**src/sv/crcfr_pkg.sv**
```systemverilog
// ----------------------------------------------------------------------------
// crcfr_pkg
// Shared constants, types and state encodings of the CRC-16 frame receiver.
// ----------------------------------------------------------------------------
`default_nettype none

package crcfr_pkg;

  // frame buffer geometry
  localparam int FRAME_DEPTH = 64;
  localparam int FRAME_LIMIT = (FRAME_DEPTH < 64) ? FRAME_DEPTH : 64;
  localparam int ADDR_W      = $clog2(FRAME_DEPTH);
  localparam int CNT_W       = $clog2(FRAME_DEPTH + 1);

  // field widths
  localparam int BYTE_W = 8;
  localparam int IDX_W  = 6;
  localparam int CRC_W  = 16;

  // crc-16/modbus, reflected
  localparam logic [CRC_W-1:0] CRC_INIT = 16'hFFFF;
  localparam logic [CRC_W-1:0] CRC_POLY = 16'hA001;
  localparam int CRC_BITS_PER_STEP = 4;
  localparam int CRC_STEPS         = BYTE_W / CRC_BITS_PER_STEP;
  localparam int CRC_REM_W         = $clog2(CRC_STEPS);

  // header bytes
  localparam logic [BYTE_W-1:0] HEAD_FIRST  = 8'h55;
  localparam logic [BYTE_W-1:0] HEAD_SECOND = 8'hAA;

  // configuration register indexes
  localparam int CFG_IDX_W = 1;
  localparam logic [CFG_IDX_W-1:0] REG_DEVICE_ID_HIGH = 1'd0;
  localparam logic [CFG_IDX_W-1:0] REG_DEVICE_ID_LOW  = 1'd1;

  // result status codes
  localparam logic STATUS_FRAME_BYTE   = 1'b0;
  localparam logic STATUS_CRC_MISMATCH = 1'b1;

  // frame parser position
  typedef enum logic [2:0] {
    PS_HUNT,
    PS_HEAD2,
    PS_LEN,
    PS_IDH,
    PS_IDL,
    PS_DATA,
    PS_CRCH,
    PS_CRCL
  } parse_step_t;

  // result sequencer
  typedef enum logic [1:0] {
    CS_IDLE,
    CS_READ,
    CS_LOAD,
    CS_ERROR
  } ctl_state_t;

  // crc unit command
  typedef struct packed {
    logic init;
    logic start;
  } crc_cmd_t;

  // frame buffer access
  typedef struct packed {
    logic              wr_en;
    logic [ADDR_W-1:0] wr_addr;
    logic              rd_en;
    logic [ADDR_W-1:0] rd_addr;
  } ram_ctl_t;

endpackage

`default_nettype wire

```
**src/sv/crcfr_crc_unit.sv**
```systemverilog
// ----------------------------------------------------------------------------
// crcfr_crc_unit
// Running CRC-16/MODBUS register, folded a few bits per cycle over one byte.
// ----------------------------------------------------------------------------
`default_nettype none

module crcfr_crc_unit (
  input  logic                                  clk,
  input  logic                                  rst_n,
  input  crcfr_pkg::crc_cmd_t                   cmd,
  input  logic [crcfr_pkg::BYTE_W-1:0]          data,
  output logic [crcfr_pkg::CRC_W-1:0]           crc,
  output logic                                  busy
);
  import crcfr_pkg::*;

  logic [CRC_W-1:0]     crc_r, crc_nxt;
  logic [CRC_REM_W-1:0] rem_r, rem_nxt;
  logic [CRC_W-1:0]     seed;

  // a few shift-xor steps of the reflected polynomial
  function automatic logic [CRC_W-1:0] fold_bits(input logic [CRC_W-1:0] c);
    logic [CRC_W-1:0] v;
    v = c;
    for (int i = 0; i < CRC_BITS_PER_STEP; i++) begin
      v = v[0] ? ((v >> 1) ^ CRC_POLY) : (v >> 1);
    end
    return v;
  endfunction

  // start folds the first bits, the remaining steps follow
  always_comb begin
    seed    = (cmd.init ? CRC_INIT : crc_r) ^ {{(CRC_W-BYTE_W){1'b0}}, data};
    crc_nxt = crc_r;
    rem_nxt = rem_r;
    if (cmd.start) begin
      crc_nxt = fold_bits(seed);
      rem_nxt = CRC_REM_W'(CRC_STEPS - 1);
    end else if (rem_r != '0) begin
      crc_nxt = fold_bits(crc_r);
      rem_nxt = rem_r - 1'b1;
    end
  end

  always_ff @(posedge clk) begin
    if (!rst_n) begin
      crc_r <= CRC_INIT;
      rem_r <= '0;
    end else begin
      crc_r <= crc_nxt;
      rem_r <= rem_nxt;
    end
  end

  assign crc  = crc_r;
  assign busy = (rem_r != '0);

  // a new byte only enters an idle unit
  a_start_idle: assert property (@(posedge clk) disable iff (!rst_n)
    cmd.start |-> !busy) else $error("crc start while busy");

  // a byte always keeps the unit busy after the start cycle
  a_start_busy: assert property (@(posedge clk) disable iff (!rst_n)
    cmd.start |=> busy) else $error("crc unit not busy after start");

  // seeding comes with a byte
  a_init_start: assert property (@(posedge clk) disable iff (!rst_n)
    cmd.init |-> cmd.start) else $error("crc init without start");

endmodule

`default_nettype wire

```
**src/sv/crcfr_frame_ram.sv**
```systemverilog
// ----------------------------------------------------------------------------
// crcfr_frame_ram
// Frame buffer: one write port, one registered read port.
// ----------------------------------------------------------------------------
`default_nettype none

module crcfr_frame_ram (
  input  logic                         clk,
  input  crcfr_pkg::ram_ctl_t          ctl,
  input  logic [crcfr_pkg::BYTE_W-1:0] wr_data,
  output logic [crcfr_pkg::BYTE_W-1:0] rd_data
);
  import crcfr_pkg::*;

  logic [BYTE_W-1:0] mem [FRAME_DEPTH];
  logic [BYTE_W-1:0] rd_data_r;

  // write port
  always_ff @(posedge clk) begin
    if (ctl.wr_en) begin
      mem[ctl.wr_addr] <= wr_data;
    end
  end

  // registered read port
  always_ff @(posedge clk) begin
    if (ctl.rd_en) begin
      rd_data_r <= mem[ctl.rd_addr];
    end
  end

  assign rd_data = rd_data_r;

endmodule

`default_nettype wire

```
**src/sv/crc16_frame_receiver.sv**
```systemverilog
// ----------------------------------------------------------------------------
// crc16_frame_receiver
// Hunts 0x55 0xAA framed packets in a byte stream, checks CRC-16/MODBUS over
// the first LEN+1 bytes from the length byte on, and replays those bytes.
// ----------------------------------------------------------------------------
// Input channel: one received byte per item on in_rx_byte, taken when
// in_valid is high and in_stall is low. Header and crc bytes skip the
// crc unit; a byte folded into the crc holds in_stall high while the crc
// unit folds it, four bits a cycle. in_stall is also high while a result
// run is being played out. Result channel: after the crc low byte, a good
// frame gives LEN+1 items (status 0, frame_byte, byte_index, last on the
// final one); a bad crc gives a single item with status 1 and last 1,
// loaded from the CS_ERROR state once the output register is free. Each
// replayed byte is a frame buffer read, then a load into the output register.
// The output register holds its item while out_stall is high and the run
// waits there; input bytes are not taken again until the run has been loaded.
// Configuration: cfg_index 0/1 set the expected device id bytes, always ready.
// The user has the port written only while the block is idle; not enforced.
// Reset (rst_n low, synchronous) returns to hunting, clears the id registers
// and empties the output register; the frame buffer is not cleared, as every
// byte played out is written earlier in the same frame.
// ----------------------------------------------------------------------------
`default_nettype none

module crc16_frame_receiver (
  input  logic                            clk,
  input  logic                            rst_n,
  // byte input
  input  logic                            in_valid,
  output logic                            in_stall,
  input  logic [crcfr_pkg::BYTE_W-1:0]    in_rx_byte,
  // results
  output logic                            out_valid,
  input  logic                            out_stall,
  output logic                            out_status,
  output logic [crcfr_pkg::BYTE_W-1:0]    out_frame_byte,
  output logic [crcfr_pkg::IDX_W-1:0]     out_byte_index,
  output logic                            out_last,
  // configuration
  input  logic                            cfg_valid,
  output logic                            cfg_ready,
  input  logic [crcfr_pkg::CFG_IDX_W-1:0] cfg_index,
  input  logic [crcfr_pkg::BYTE_W-1:0]    cfg_data
);
  import crcfr_pkg::*;

  parse_step_t       parse_r, parse_nxt;
  ctl_state_t        ctl_r, ctl_nxt;
  logic [CNT_W-1:0]  cnt_r, cnt_nxt;
  logic [CNT_W-1:0]  len_r, len_nxt;
  logic [CNT_W-1:0]  rd_ptr_r, rd_ptr_nxt;
  logic [BYTE_W-1:0] crch_r, crch_nxt;
  logic [BYTE_W-1:0] id_high_r, id_low_r;

  logic              out_valid_r, out_valid_nxt;
  logic              out_status_r, out_status_nxt;
  logic [BYTE_W-1:0] out_byte_r, out_byte_nxt;
  logic [IDX_W-1:0]  out_index_r, out_index_nxt;
  logic              out_last_r, out_last_nxt;

  crc_cmd_t          crc_cmd;
  logic [CRC_W-1:0]  crc_value;
  logic              crc_busy;
  ram_ctl_t          ram_ctl;
  logic [BYTE_W-1:0] rd_data;

  logic              accept_in;
  logic              out_free;
  logic              store_ok;
  logic              fold_ok;
  logic [CNT_W-1:0]  cnt_after;

  // shared crc unit and frame buffer
  crcfr_crc_unit u_crc (
    .clk   (clk),
    .rst_n (rst_n),
    .cmd   (crc_cmd),
    .data  (in_rx_byte),
    .crc   (crc_value),
    .busy  (crc_busy)
  );

  crcfr_frame_ram u_ram (
    .clk     (clk),
    .ctl     (ram_ctl),
    .wr_data (in_rx_byte),
    .rd_data (rd_data)
  );

  // handshakes
  assign in_stall  = (ctl_r != CS_IDLE) || crc_busy;
  assign accept_in = in_valid && !in_stall;
  assign out_free  = !out_valid_r || !out_stall;
  assign cfg_ready = 1'b1;

  // buffer position checks
  assign store_ok  = (cnt_r < CNT_W'(FRAME_DEPTH));
  assign fold_ok   = (cnt_r <= len_r);
  assign cnt_after = store_ok ? (cnt_r + 1'b1) : cnt_r;

  // parser and result sequencer
  always_comb begin
    parse_nxt      = parse_r;
    ctl_nxt        = ctl_r;
    cnt_nxt        = cnt_r;
    len_nxt        = len_r;
    rd_ptr_nxt     = rd_ptr_r;
    crch_nxt       = crch_r;
    out_valid_nxt  = out_valid_r && out_stall;
    out_status_nxt = out_status_r;
    out_byte_nxt   = out_byte_r;
    out_index_nxt  = out_index_r;
    out_last_nxt   = out_last_r;
    crc_cmd        = '0;
    ram_ctl        = '0;
    ram_ctl.wr_addr = cnt_r[ADDR_W-1:0];
    ram_ctl.rd_addr = rd_ptr_r[ADDR_W-1:0];

    case (ctl_r)
      CS_IDLE: begin
        if (accept_in) begin
          case (parse_r)
            PS_HUNT: begin
              if (in_rx_byte == HEAD_FIRST) begin
                parse_nxt = PS_HEAD2;
              end
            end
            PS_HEAD2: begin
              if (in_rx_byte == HEAD_SECOND) begin
                parse_nxt = PS_LEN;
              end else begin
                parse_nxt = PS_HUNT;
                cnt_nxt   = '0;
              end
            end
            PS_LEN: begin
              if ({1'b0, in_rx_byte} >= 9'(FRAME_LIMIT)) begin
                // oversized length drops the frame
                parse_nxt = PS_HUNT;
                cnt_nxt   = '0;
              end else begin
                len_nxt         = CNT_W'(in_rx_byte);
                ram_ctl.wr_en   = 1'b1;
                ram_ctl.wr_addr = '0;
                cnt_nxt         = CNT_W'(1);
                crc_cmd.init    = 1'b1;
                crc_cmd.start   = 1'b1;
                parse_nxt       = PS_IDH;
              end
            end
            PS_IDH, PS_IDL: begin
              if (in_rx_byte == ((parse_r == PS_IDH) ? id_high_r : id_low_r)) begin
                ram_ctl.wr_en = store_ok;
                crc_cmd.start = store_ok && fold_ok;
                cnt_nxt       = cnt_after;
                parse_nxt     = (parse_r == PS_IDH) ? PS_IDL : PS_DATA;
              end else begin
                parse_nxt = PS_HUNT;
                cnt_nxt   = '0;
              end
            end
            PS_DATA: begin
              ram_ctl.wr_en = store_ok;
              crc_cmd.start = store_ok && fold_ok;
              cnt_nxt       = cnt_after;
              if (cnt_after > len_r) begin
                parse_nxt = PS_CRCH;
              end
            end
            PS_CRCH: begin
              crch_nxt  = in_rx_byte;
              parse_nxt = PS_CRCL;
            end
            PS_CRCL: begin
              if ({crch_r, in_rx_byte} == crc_value) begin
                ctl_nxt    = CS_READ;
                rd_ptr_nxt = '0;
              end else begin
                ctl_nxt = CS_ERROR;
              end
              crch_nxt  = '0;
              parse_nxt = PS_HUNT;
              cnt_nxt   = '0;
            end
            default: begin
              parse_nxt = PS_HUNT;
              cnt_nxt   = '0;
            end
          endcase
        end
      end
      // fetch the next buffered byte
      CS_READ: begin
        ram_ctl.rd_en = 1'b1;
        ctl_nxt       = CS_LOAD;
      end
      // hand it to the output register
      CS_LOAD: begin
        if (out_free) begin
          out_valid_nxt  = 1'b1;
          out_status_nxt = STATUS_FRAME_BYTE;
          out_byte_nxt   = rd_data;
          out_index_nxt  = IDX_W'(rd_ptr_r);
          out_last_nxt   = (rd_ptr_r == len_r);
          if (rd_ptr_r == len_r) begin
            ctl_nxt = CS_IDLE;
          end else begin
            rd_ptr_nxt = rd_ptr_r + 1'b1;
            ctl_nxt    = CS_READ;
          end
        end
      end
      // single crc mismatch item
      CS_ERROR: begin
        if (out_free) begin
          out_valid_nxt  = 1'b1;
          out_status_nxt = STATUS_CRC_MISMATCH;
          out_byte_nxt   = '0;
          out_index_nxt  = '0;
          out_last_nxt   = 1'b1;
          ctl_nxt        = CS_IDLE;
        end
      end
      default: begin
        ctl_nxt = CS_IDLE;
      end
    endcase
  end

  // control state
  always_ff @(posedge clk) begin
    if (!rst_n) begin
      parse_r     <= PS_HUNT;
      ctl_r       <= CS_IDLE;
      cnt_r       <= '0;
      len_r       <= '0;
      rd_ptr_r    <= '0;
      crch_r      <= '0;
      out_valid_r <= 1'b0;
    end else begin
      parse_r     <= parse_nxt;
      ctl_r       <= ctl_nxt;
      cnt_r       <= cnt_nxt;
      len_r       <= len_nxt;
      rd_ptr_r    <= rd_ptr_nxt;
      crch_r      <= crch_nxt;
      out_valid_r <= out_valid_nxt;
    end
  end

  // output payload
  always_ff @(posedge clk) begin
    out_status_r <= out_status_nxt;
    out_byte_r   <= out_byte_nxt;
    out_index_r  <= out_index_nxt;
    out_last_r   <= out_last_nxt;
  end

  // device id registers
  always_ff @(posedge clk) begin
    if (!rst_n) begin
      id_high_r <= '0;
      id_low_r  <= '0;
    end else if (cfg_valid && cfg_ready) begin
      case (cfg_index)
        REG_DEVICE_ID_HIGH: id_high_r <= cfg_data;
        REG_DEVICE_ID_LOW:  id_low_r  <= cfg_data;
        default: ;
      endcase
    end
  end

  assign out_valid      = out_valid_r;
  assign out_status     = out_status_r;
  assign out_frame_byte = out_byte_r;
  assign out_byte_index = out_index_r;
  assign out_last       = out_last_r;

  // playback never runs past the frame
  a_ptr_in_frame: assert property (@(posedge clk) disable iff (!rst_n)
    (ctl_r == CS_LOAD) |-> (rd_ptr_r <= len_r)) else $error("read pointer past frame");

  // a read is always followed by its load
  a_read_load: assert property (@(posedge clk) disable iff (!rst_n)
    (ctl_r == CS_READ) |=> (ctl_r == CS_LOAD)) else $error("read not followed by load");

  // the buffer count is clear before a frame begins
  a_cnt_clear: assert property (@(posedge clk) disable iff (!rst_n)
    (parse_r == PS_HUNT || parse_r == PS_HEAD2 || parse_r == PS_LEN) |-> (cnt_r == '0))
    else $error("byte count not clear while hunting");

  // buffer count stays inside the frame limit
  a_cnt_limit: assert property (@(posedge clk) disable iff (!rst_n)
    cnt_r <= CNT_W'(FRAME_LIMIT)) else $error("byte count beyond frame limit");

endmodule

`default_nettype wire

```
**config.mk**
```make
export PLATFORM = sky130hd
export DESIGN_NAME = crc16_frame_receiver
export DESIGN_NICKNAME = d
export VERILOG_FILES = /design/src/sv/crcfr_pkg.sv /design/src/sv/crcfr_crc_unit.sv /design/src/sv/crcfr_frame_ram.sv /design/src/sv/crc16_frame_receiver.sv
export SDC_FILE = /design/constraint.sdc
export NUM_CORES = 1
export LEC_CHECK = 0
export BUFFER_PORTS_ARGS = -buffer_cell sky130_fd_sc_hd__buf_2
export CORE_ASPECT_RATIO = 0.9
export CORE_UTILIZATION = 35
export CTS_CLUSTER_DIAMETER = 40
export DETAILED_ROUTE_END_ITERATION = 10
export PLACE_DENSITY = 0.54
export SLEW_MARGIN = 15
export SYNTH_ARGS = -nofsm -noshare
export SYNTH_HDL_FRONTEND = slang
export SYNTH_SLANG_ARGS = --single-unit
export TNS_END_PERCENT = 50
```
**constraint.sdc**
```tcl
create_clock -name clk -period 8.7 [get_ports clk]
set_input_delay 1.305 -clock clk [delete_from_list [all_inputs] [get_ports clk]]
set_output_delay 1.305 -clock clk [all_outputs]
set_load 0.02 [all_outputs]
```
# Word-level counts from Yosys, hierarchy flattened
# Memories as Yosys holds them, arrays and structs flattened. A register that Yosys moved wholly into a read port is not among the register bits.
# Index checks and enable logic that the tools add are counted.
# classes
add_sub_neg	3
n_mux	68
reduce_logical	27
magnitude_cmp	4
bitwise_logic	11
eq_ne	24
# op_table
cell	count
$mux W16	11
$mux W7	11
$pmux W7 S5	1
$pmux W8 S2	2
$mux W8	3
$not A2 Y3	8
$pmux W3 S7	1
$mux W2	10
$mux W6	3
$eq A16 B16 Y1	1
$mux W1	16
$ne A2 B2 Y1 const B	8
$reduce_and A4 Y1	4
$xor A16 B8 Y16	1
$add A7 B1 Y7 const B	2
$pmux W7 S2	1
$eq A3 B3 Y1 const B	4
$pmux W6 S2	1
$reduce_bool A2 Y1	5
$mux W3	3
$eq A8 B7 Y1 const B	1
$eq A8 B8 Y1	1
$eq A8 B8 Y1 const B	1
$ge A8 B7 Y1 const B	1
24 further kinds	37
# totals
ram_bits	512
out_inout_bits	19
reg_bits	84
memories	1
# mem_list
memory	depth	width	rd	rd_clocked_by_memory_dff	wr	line_no	rtl
u_ram.mem	64	8	1	1	1	crcfr_frame_ram.sv:15	logic [BYTE_W-1:0] mem [FRAME_DEPTH];

# Logic depth before layout (Yosys ltp)
# depth
word_depth	18
mapped_depth	11
ltp_nobuf	10

# Hierarchy
# A second synthesis with hierarchy kept.
# unflattened
cells_unflattened	1499
hier_area_um2	25160.4
# modules_own_cells
mod	n_inst	area_per_inst_um2	cells_each
crcfr_frame_ram	1	20236.9	940
crc16_frame_receiver	1	3912.5	441
crcfr_crc_unit	1	1011.0	118

# Worst setup path after synthesis
# Ideal clock, no wire load.
# synth_path
kind	input port to flip-flop
startpoint	in in_rx_byte[3] (netlist name)
endpoint	mem u_ram.mem[0][0], enable pin
t_required_ps	8317
setup_ps	383
cell_stages	10
t_arrival_ps	3695
path_slack_ps	4622
n_path_buf	3
cell_sequence	buf_2 > nor2b_1 > a2111oi_0 > a22oi_1 > nor4_1 > nor2_1 > o21a_1 > clkbuf_1 > buf_2 > nor3_1
# synth_via
elab_chain_len	7
word_cells_on_any_way	10
classes_between	order compare (1); eq/ne (1); mux (8)
# synth_rtl
element	line_no	rtl
start: declaration	crc16_frame_receiver.sv:31	input logic [crcfr_pkg::BYTE_W-1:0] in_rx_byte,
$ge A8 B7 Y1 / $eq A8 B8 Y1 (equally long branches)	crc16_frame_receiver.sv:137, crc16_frame_receiver.sv:152	
$mux W7 / $mux W1 (equally long branches)	crc16_frame_receiver.sv:137, crc16_frame_receiver.sv:152	
$pmux W1 S3	crc16_frame_receiver.sv:122	case (parse_r)
$mux W7 (*)	crc16_frame_receiver.sv:121	if (accept_in) begin
$mux W7 (*)	crc16_frame_receiver.sv:119	case (ctl_r)
$mux W1	crcfr_frame_ram.sv:20	if (ctl.wr_en) begin
$mux W1 (implied by the code)	crcfr_frame_ram.sv:21	mem[ctl.wr_addr] <= wr_data;
end: declaration	crcfr_frame_ram.sv:15	
# Mark *: on every way between the ends. The rest lies on a longest branch, timed or not.

# Worst setup path after layout
# layout_path
startpoint	in in_rx_byte[7] (netlist name)
endpoint	mem u_ram.mem[7][0], enable pin
# The elaborated chain is that of the path after synthesis.

==> metrics.log <==
[metrics] routability cong.: between 0.8 and 0.9
[metrics] FF-to-FF setup slack: 4.41 ns
[metrics] Fill cells: 6187
[metrics] number of clock buffers inserted by TritonCTS: 90
[metrics] largest cells by area after synthesis: sky130_fd_sc_hd__edfxtp_1 64%, sky130_fd_sc_hd__mux4_2 15%, sky130_fd_sc_hd__dfxtp_1 5.5%, sky130_fd_sc_hd__nor3_1 1.4%, sky130_fd_sc_hd__xnor2_1 1.2%
[metrics] post-cts hold buffer count: 0
[metrics] worst path arrival time: approximately 5.1 ns
[metrics] number of antenna violations at the first check in global routing: 4
[metrics] Post-layout nets: roughly 1500
[metrics] initial core utilization: about 36%
[metrics] number of maximum-capacitance constraint violations: 0
[metrics] setup tns final: 0 ns
[metrics] CP Class: primary input to flop
[metrics] number of post-CTS setup repair buffers: 0
[metrics] count of different cell masters after synthesis: 63
[metrics] metal1 wirelength: ~30000 um
[metrics] Post-synth EDFFs: approximately 540
[metrics] footprint of the flip-flops and latches: roughly 17000 um2
[metrics] H-tree levels: 3
[metrics] post-CTS clock slew at the launch and capture registers of the worst setup and hold paths: around 0.050 ns
[metrics] standard cell with the maximum stage delay on the critical path: sky130_fd_sc_hd__nor3_1
[metrics] Hold Path End: crch_r[1]$_SDFFE_PN0P_
[metrics] net count of the mapped netlist: about 1400
[metrics] endpoint kind of the worst setup timing path: flop
[metrics] Multi-input gate area: around 7000 um2
[metrics] pin slew with the least headroom to its limit: roughly 1.1 ns
[metrics] RSZ-0062 raised after global routing: false
[metrics] Detail Route met2 WL: 30100 um
[metrics] area inside the core boundary: about 70000 um2
[metrics] clock latency reported for the late side of the worst-skew pair: about 0.64 ns
[metrics] Port-buffer cells: 39
[metrics] top-area cell type share of the netlist area: around 64%
[metrics] leakage power total: ~9.2 nW
[metrics] synthesized instance count: approximately 1400
[metrics] cells along the critical path: buf_2 > buf_4 > xor2_1 > nor3_1 > o22ai_1 > nor4_1 > nor2_1 > o21a_4 > nor3_1
[metrics] share of the clock period used by the worst path after layout: 55.29%
[metrics] maximum number of pins on one net before global-route repair: 91
[metrics] most used cell along the critical path: sky130_fd_sc_hd__nor3_1
[metrics] master cell of the clock root buffer: sky130_fd_sc_hd__clkbuf_16
[metrics] io pins: 41
[metrics] vertical die dimension: around 260 um
[metrics] antenna violation net count after detailed routing: 0
[metrics] CTS tree: built
[metrics] final setup vio count: 0
[metrics] R2R cell count: 7
[metrics] drt initial violations: roughly 1500
[metrics] standard-cell row count: between 90 and 100
[metrics] post-route minimum period: about 4.8 ns
[metrics] via count of the first global-routing pass: 13600
[metrics] wire length on met3: about 4700 um
[metrics] aggregate global routing overflow: 0
[metrics] floorplan die width: 283.6 um
[metrics] skew final: roughly 0.051 ns
[metrics] average size of a mapped cell: around 18 um2
[metrics] count of final max-slew check failures: 0
[metrics] Area Growth Syn to Fin: 17.44%
[metrics] achievable clock frequency: approximately 210 MHz
[metrics] number of instances on the worst hold path: 2
[metrics] Post-CTS Resized: 0
[metrics] Die ar.: roughly 72000 um2
[metrics] post-placement cell count: 2309
[metrics] worst-case clock buffer depth: 3
[metrics] result of the run: complete, no violations
[metrics] most common library cell in the layout ignoring fill and taps: sky130_fd_sc_hd__edfxtp_1
[metrics] Hold Vio Cnt, Final: 0
[metrics] Syn Std Cell Area: 24980 um2
[metrics] min-delay worst type: flop to flop
[metrics] count of warnings emitted by yosys: 0
[metrics] highest routed layer: met5
[metrics] register bit total from synthesis: roughly 600
[metrics] share of layout cells above drive strength 1: 26.17%
[metrics] via count of the routed design: 13540
[metrics] predominant post-synthesis flop cell: sky130_fd_sc_hd__edfxtp_1
[metrics] proportion of synthesized chip area in sequential cells: a little over two thirds
[metrics] biggest area consumer among synthesized cells: sky130_fd_sc_hd__edfxtp_1
[metrics] headroom to the max-slew limit: approximately 24%
[metrics] Remaining DRCs: 0
[metrics] commonest cells after routing, fill and taps aside: 536 x sky130_fd_sc_hd__edfxtp_1, 168 x sky130_fd_sc_hd__mux4_2, 90 x sky130_fd_sc_hd__clkbuf_16
[metrics] CP max FO: 64
[metrics] antenna diode count: 0
[metrics] Async SR Flop Fraction: 0%
[metrics] hold path startpoint: crch_r[1]$_SDFFE_PN0P_
[metrics] number of clock sinks seen by CTS: 604
[metrics] sum of internal, switching and leakage power: between 6 and 7 mW
[metrics] power per cell area: 238.5 nW/um2
[metrics] length of the first detailed-routing pass in iterations: 7
[metrics] post-placement worst setup slack: 3.240 ns
[metrics] data required time at the worst endpoint: just under 9 ns
[metrics] capture point of the worst reg-to-reg path: u_ram.mem[7][0]$_DFFE_PP_
[metrics] sort of element at the start of the critical path: primary input
[metrics] HPWL Detailed: around 42000 um
[metrics] global-route wire length before repair: between 90000 and 100000 um
[metrics] largest vdd supply drop: 0.1462 mV
[metrics] routed wirelength normalized by instance count: approximately 27 um
[metrics] vias per cell: ~5.5
[metrics] gr usage total: between 10% and 20%
[metrics] final standard cell count with taps included and fillers excluded: around 2500
[metrics] worst reg2reg path startpoint: parse_r[0]$_SDFFE_PN0P_
[metrics] Routed Wire Length: around 67000 um
[metrics] final worst-path setup slack: slightly below 4 ns
[metrics] Worst path max stage delay: about 1.0 ns
[where the power goes]
group | leakage (nW) | switching [mW] | internal, mW
sequential | 5.39 | 0.00438 | 3.16
combinational | 2.31 | 0.0879 | 0.0226
clock | 1.53 | 1.42 | 2.31
[through the flow]
step	util, %	instance area, um2	hold WS, ns
2_1_floorplan	-	24980	0.4451
3_3_place_gp	37.18	26150	0.4612
3_5_place_dp	37.18	26150	0.4653
4_1_cts	41.69	29320	0.4761
5_1_grt	41.71	29330	0.4978
6_report	41.71	29330	0.4697
[cell usage after synthesis, drive strengths merged, types with 3 or more instances]
cell / number
a211o: 3
a211oi: 3
a21o: 3
a21oi: 43
a31oi: 3
and2: 19
and3: 3
buf: 37
clkbuf: 53
dfxtp: 68
edfxtp: 536
ha: 16
inv: 16
mux2: 5
mux2i: 22
mux4: 168
nand2: 72
nand2b: 7
nand3: 22
nand3b: 7
nand4: 9
nor2: 57
nor2b: 20
nor3: 72
nor4: 4
nor4b: 5
o2111ai: 3
o211ai: 6
o21a: 5
o21ai: 11
or3: 7
xnor2: 35
xor2: 24
[worst max-delay path, delay by kind of cell]
family / cells / cell delay (ns)
compound gates: 2 / 0.67
xor+xnor: 1 / 0.13
buf+inv: 2 / 1.12
simple gates: 4 / 1.75
[routing by layer]
layer | vias to the layer above | global-route usage, %
li1 | 5749 | -
met1 | 7093 | 27.11
met2 | 594 | 28.00
met3 | 101 | 3.598
met4 | 4 | 5.180
met5 | - | 0
[final cells by class]
class                      instances  share of cell area, %
sequential                       604                  59.55
multi-input combinational        687                  24.14
clock buffer                      98                  7.883
clock inverter                    69                  2.935
inverter                          17                 0.2175
timing repair buffer              61                  1.271
tap                              940                  4.010
[logic make-up after synthesis]
| group | share of synthesized area [%] |
|---|---|
| buffers and inverters | 1.833 |
| multiplexers | 16.26 |
| AO/OA/AOI/OAI | 2.685 |
| XOR/XNOR | 2.159 |
| AND/OR/NAND/NOR | 6.362 |
| adder cells (fa/ha/maj) | 0.8015 |
| other | 0.01501 |
| flip-flops | 69.89 |
[sequential cells by signal, indices dropped and copies added (netlist names), 8 cells and up]
signal          count
crch_r              8
id_low_r            8
out_frame_byte      8
id_high_r           8
u_crc.crc          16
u_ram.mem         512
u_ram.rd_data       8
[worst max path at each step]
stage,to,from,slack (ns),cells after the start
finish,u_ram.mem[7][0]$_DFFE_PP_,in_rx_byte[7],3.89,9
global route,u_ram.mem[6][3]$_DFFE_PP_,in_rx_byte[7],3.61,9
CTS,u_ram.mem[25][4]$_DFFE_PP_,in_rx_byte[7],3.90,9
detailed placement,u_ram.mem[19][1]$_DFFE_PP_,in_rx_byte[7],3.24,9
global placement,u_ram.mem[53][4]$_DFFE_PP_,in_rx_byte[7],3.24,9
floorplan,u_ram.mem[0][0]$_DFFE_PP_,in_rx_byte[3],4.62,10
(Power assumes the default switching activity.)
